**src/dbrb_ram.sv**
```systemverilog
// Generic simple dual-port RAM with one write port and a registered read port.
// Used for the cell array of the DRAM bank row buffer; depends on nothing.
module dbrb_ram #(
    parameter int WIDTH = 8,
    parameter int DEPTH = 16
) (
    input  logic                     aclk,
    input  logic                     wr_en,
    input  logic [$clog2(DEPTH)-1:0] wr_addr,
    input  logic [WIDTH-1:0]         wr_data,
    input  logic                     rd_en,
    input  logic [$clog2(DEPTH)-1:0] rd_addr,
    output logic [WIDTH-1:0]         rd_data
);

    logic [WIDTH-1:0] mem [DEPTH];
    logic [WIDTH-1:0] rd_data_reg;

    // Write port and registered read port.
    always_ff @(posedge aclk) begin
        if (wr_en) begin
            mem[wr_addr] <= wr_data;
        end
        if (rd_en) begin
            rd_data_reg <= mem[rd_addr];
        end
    end

    assign rd_data = rd_data_reg;

endmodule

```
**config.mk**
```make
export PLATFORM = sky130hd
export DESIGN_NAME = dbrb_ram
export DESIGN_NICKNAME = d
export VERILOG_FILES = /design/src/dbrb_ram.sv
export SDC_FILE = /design/constraint.sdc
export NUM_CORES = 1
export LEC_CHECK = 0
export BUFFER_PORTS_ARGS = -buffer_cell sky130_fd_sc_hd__clkbuf_2
export CORE_AREA = 3 3 98 100
export DETAILED_ROUTE_END_ITERATION = 10
export DIE_AREA = 0 0 101 103
export PLACE_DENSITY_LB_ADDON = 0.12
export REMOVE_ABC_BUFFERS = 1
export SYNTH_ARGS = -nofsm -noshare
export SYNTH_HDL_FRONTEND = slang
export SYNTH_SLANG_ARGS = --single-unit
```
**constraint.sdc**
```tcl
create_clock -name aclk -period 2.2 [get_ports aclk]
set_input_delay 0.33 -clock aclk [delete_from_list [all_inputs] [get_ports aclk]]
set_output_delay 0.33 -clock aclk [all_outputs]
set_load 0.01 [all_outputs]
```
==> results.md <==
* Syn Inst Count at 229
* Synth Register Bits at between 100 and 150
* Crit path depth at 3
* Final Hold Fails at 0
* Largest net degree at the start of global routing at 33
* Post-synth ARST share at 0%
* R2R Path Start: mem[2][1]
* Crit Path Class: flip-flop to flip-flop
* Clock latency on the worst-skew pair at approximately 0.51 ns
* Fmax at roughly 680 MHz
* Met2 Routed Length at between 4000 and 5000 um
* Initial antenna violation count at 0
* Leak pwr at between 2 and 2.5 nW
* Hold Crit Class: input port to flip-flop
* Buffers and inverters on the worst path at 0
* Worst setup EP type: flip-flop
* Cells along the critical path: mux4_1 > a22oi_1 > nand2_1
* Most frequent cell after synthesis: edfxtp_1
* CP delay by family, top: multiplexers
* Clock buffer count from CTS at 17
* H-tree levels at 4
* Slowest-stage cell, CP: mux4_1
* RSZ-0062 raised after global routing: false
* Syn Area/Cell at around 23 um^2
* Minimum clock period at 1.47 ns
* VDD IR max at roughly 0.64 mV
* Power per Cell Area at approximately 970 nW/um^2
* PortBufs at 26
* Vias in the first global route at 2514
* Post-CTS Resized at 0
* Die width at 101 um
* Met1 Wirelength at about 3800 um
* EDFF count, synth at between 100 and 150
* DR WL/cell at roughly 23 um
* Worst EP arrival at approximately 1.7 ns
* Top post-synthesis cells by count: edfxtp_1, mux4_2, a22oi_1
* Die H at 103 um
* Storage cell area at about 4100 um^2
* Clock skew at about 0.0061 ns
* Vias post-DR at roughly 2.5k
* FILL cells at approximately 530
* Layout Nets at 303
* Global-route usage over all layers at approximately 20%
* Initial DRC count at 220
* DRC at 0
* Core area at 8760 um^2
* Fin crit share at 66.8%
* MaxCap Viol Count at 0
* Cts hold-fix bufs at 0
* Total Routed Length at ~9200 um
* Worst Hold Path Cells at 1
* Critical path required time at between 2 and 2.5 ns
* WL met3 at between 600 and 700 um
* Yosys top cell by area: edfxtp_1
* Total gr overflow at 0
* Post-CTS setup buffer count at 0
* Hold Startpoint: rd_en
* Gpl congestion at around 0.73
* CTS Buffer Depth at 2
* CTS Sinks at ~140
* Post-synthesis sequential area ratio at about four fifths
* Dpl hpwl at approximately 5700 um
* Top cell type's share of synthesized area at between 70% and 80%
* Slew Limit Fails at 0
* Final ANT Viol Nets at 0
* Area delta synth->final at 18.5%
* Critical path peak fanout at 1
* Ports at 27
* WHS at ~0.21 ns
* Clock slew at reported path FFs at 0.06 ns
* Worst R2R Path Depth at 3
* Reg2Reg Setup Slack at between 0.7 and 0.8 ns
* Multi-input gate area at around 1100 um^2
* Die area at between 10000 and 15000 um^2
* Share of layout cells above drive strength 1 at a little under a third
* CTS tree: built
* Ys Warns at 0
* Post-synth top flop: edfxtp_1
* Root buffer cell: clkbuf_8
* Worst r2r dst: rd_data[1]
* Status: finished, final reports clean
* First-pass GRT wire length at between 10000 and 15000 um
* Critical path origin: mem[2][1]
* Starting Density at 59.7%
* Crit path to: rd_data[1]
* Rows at 34
* Setup violations, final at 0
* Number of flip-flops in the largest register at about 130
* First drt pass iteration count at 4
* Diode count at 0
* Setup crit start kind: flip-flop
* Tightest Pin Transition at 0.697 ns
* Slew margin rel. at a little over half
* Via-to-Cell Ratio at between 6 and 7
* Top post-synthesis cells by area: edfxtp_1, mux4_2, mux4_1
* Netlist Area Pre-Place at between 5000 and 6000 um^2
* Setup TNS at 0 ns
* Distinct cells, synth at 18
* CP peak stage delay at 0.49 ns
* DR top layer: met4
-- cell families after synthesis --
| family | share of synthesized area [%] |
|---|---|
| AO/OA/AOI/OAI | 2.30 |
| flip-flops | 78.1 |
| multiplexers | 14.8 |
| AND/OR/NAND/NOR | 3.14 |
| buffers and inverters | 1.65 |
-- where the power goes --
part	leakage [nW]	internal, mW	switching, mW	total (mW)
Clock	0.279	1.84	0.991	2.83
Sequential	1.24	2.92	0.0157	2.94
Combinational	0.598	0.117	0.150	0.267
-- layer usage --
| metal | global-route usage [%] | up-vias |
|---|---|---|
| met1 | 27.5 | 1298 |
| met5 | 0 | - |
| met2 | 31.3 | 99 |
| met4 | 7.16 | 0 |
| met3 | 6.09 | 14 |
| li1 | - | 1090 |
-- cell usage in the layout (no fill, tap or decap), types with 9 or more instances in the layout --
cell type  Yosys  layout
mux4_2        18      18
nand2_1        9       9
edfxtp_1     136     136
clkbuf_16      0      16
clkbuf_2       0      26
buf_4          1      17
nor2_1        13      13
mux4_1        14      14
a22oi_1       16      16
-- cell type report --
type / instances / share of cell area [%]
sequential: 136 / 65.9
multi-input combinational: 83 / 17.1
clock buffer: 20 / 6.87
timing repair buffer: 46 / 5.13
clock inverter: 12 / 2.85
tap: 108 / 2.18
-- worst min path at each step --
stage	to	slack, ns
after global routing	rd_data[7]	0.21
final	rd_data[3]	0.21
after global placement	rd_data[3]	0.73
after floorplan	mem[0][0]	0.43
after detailed placement	rd_data[3]	0.74
after CTS	rd_data[3]	0.19
-- through the flow --
step	power, mW	worst slack (ns)	area [um^2]	std cells	utilization (%)
after floorplan	3.11	0.377	5140	219	-
after global placement	3.25	0.332	5590	373	63.8
after detailed placement	3.26	0.344	5590	373	63.8
after CTS	6.07	0.683	6200	405	70.7
after global routing	6.23	0.631	6200	405	70.7
final	6.03	0.731	6200	405	70.7
No activity file was read; power rests on OpenSTA's default activity.
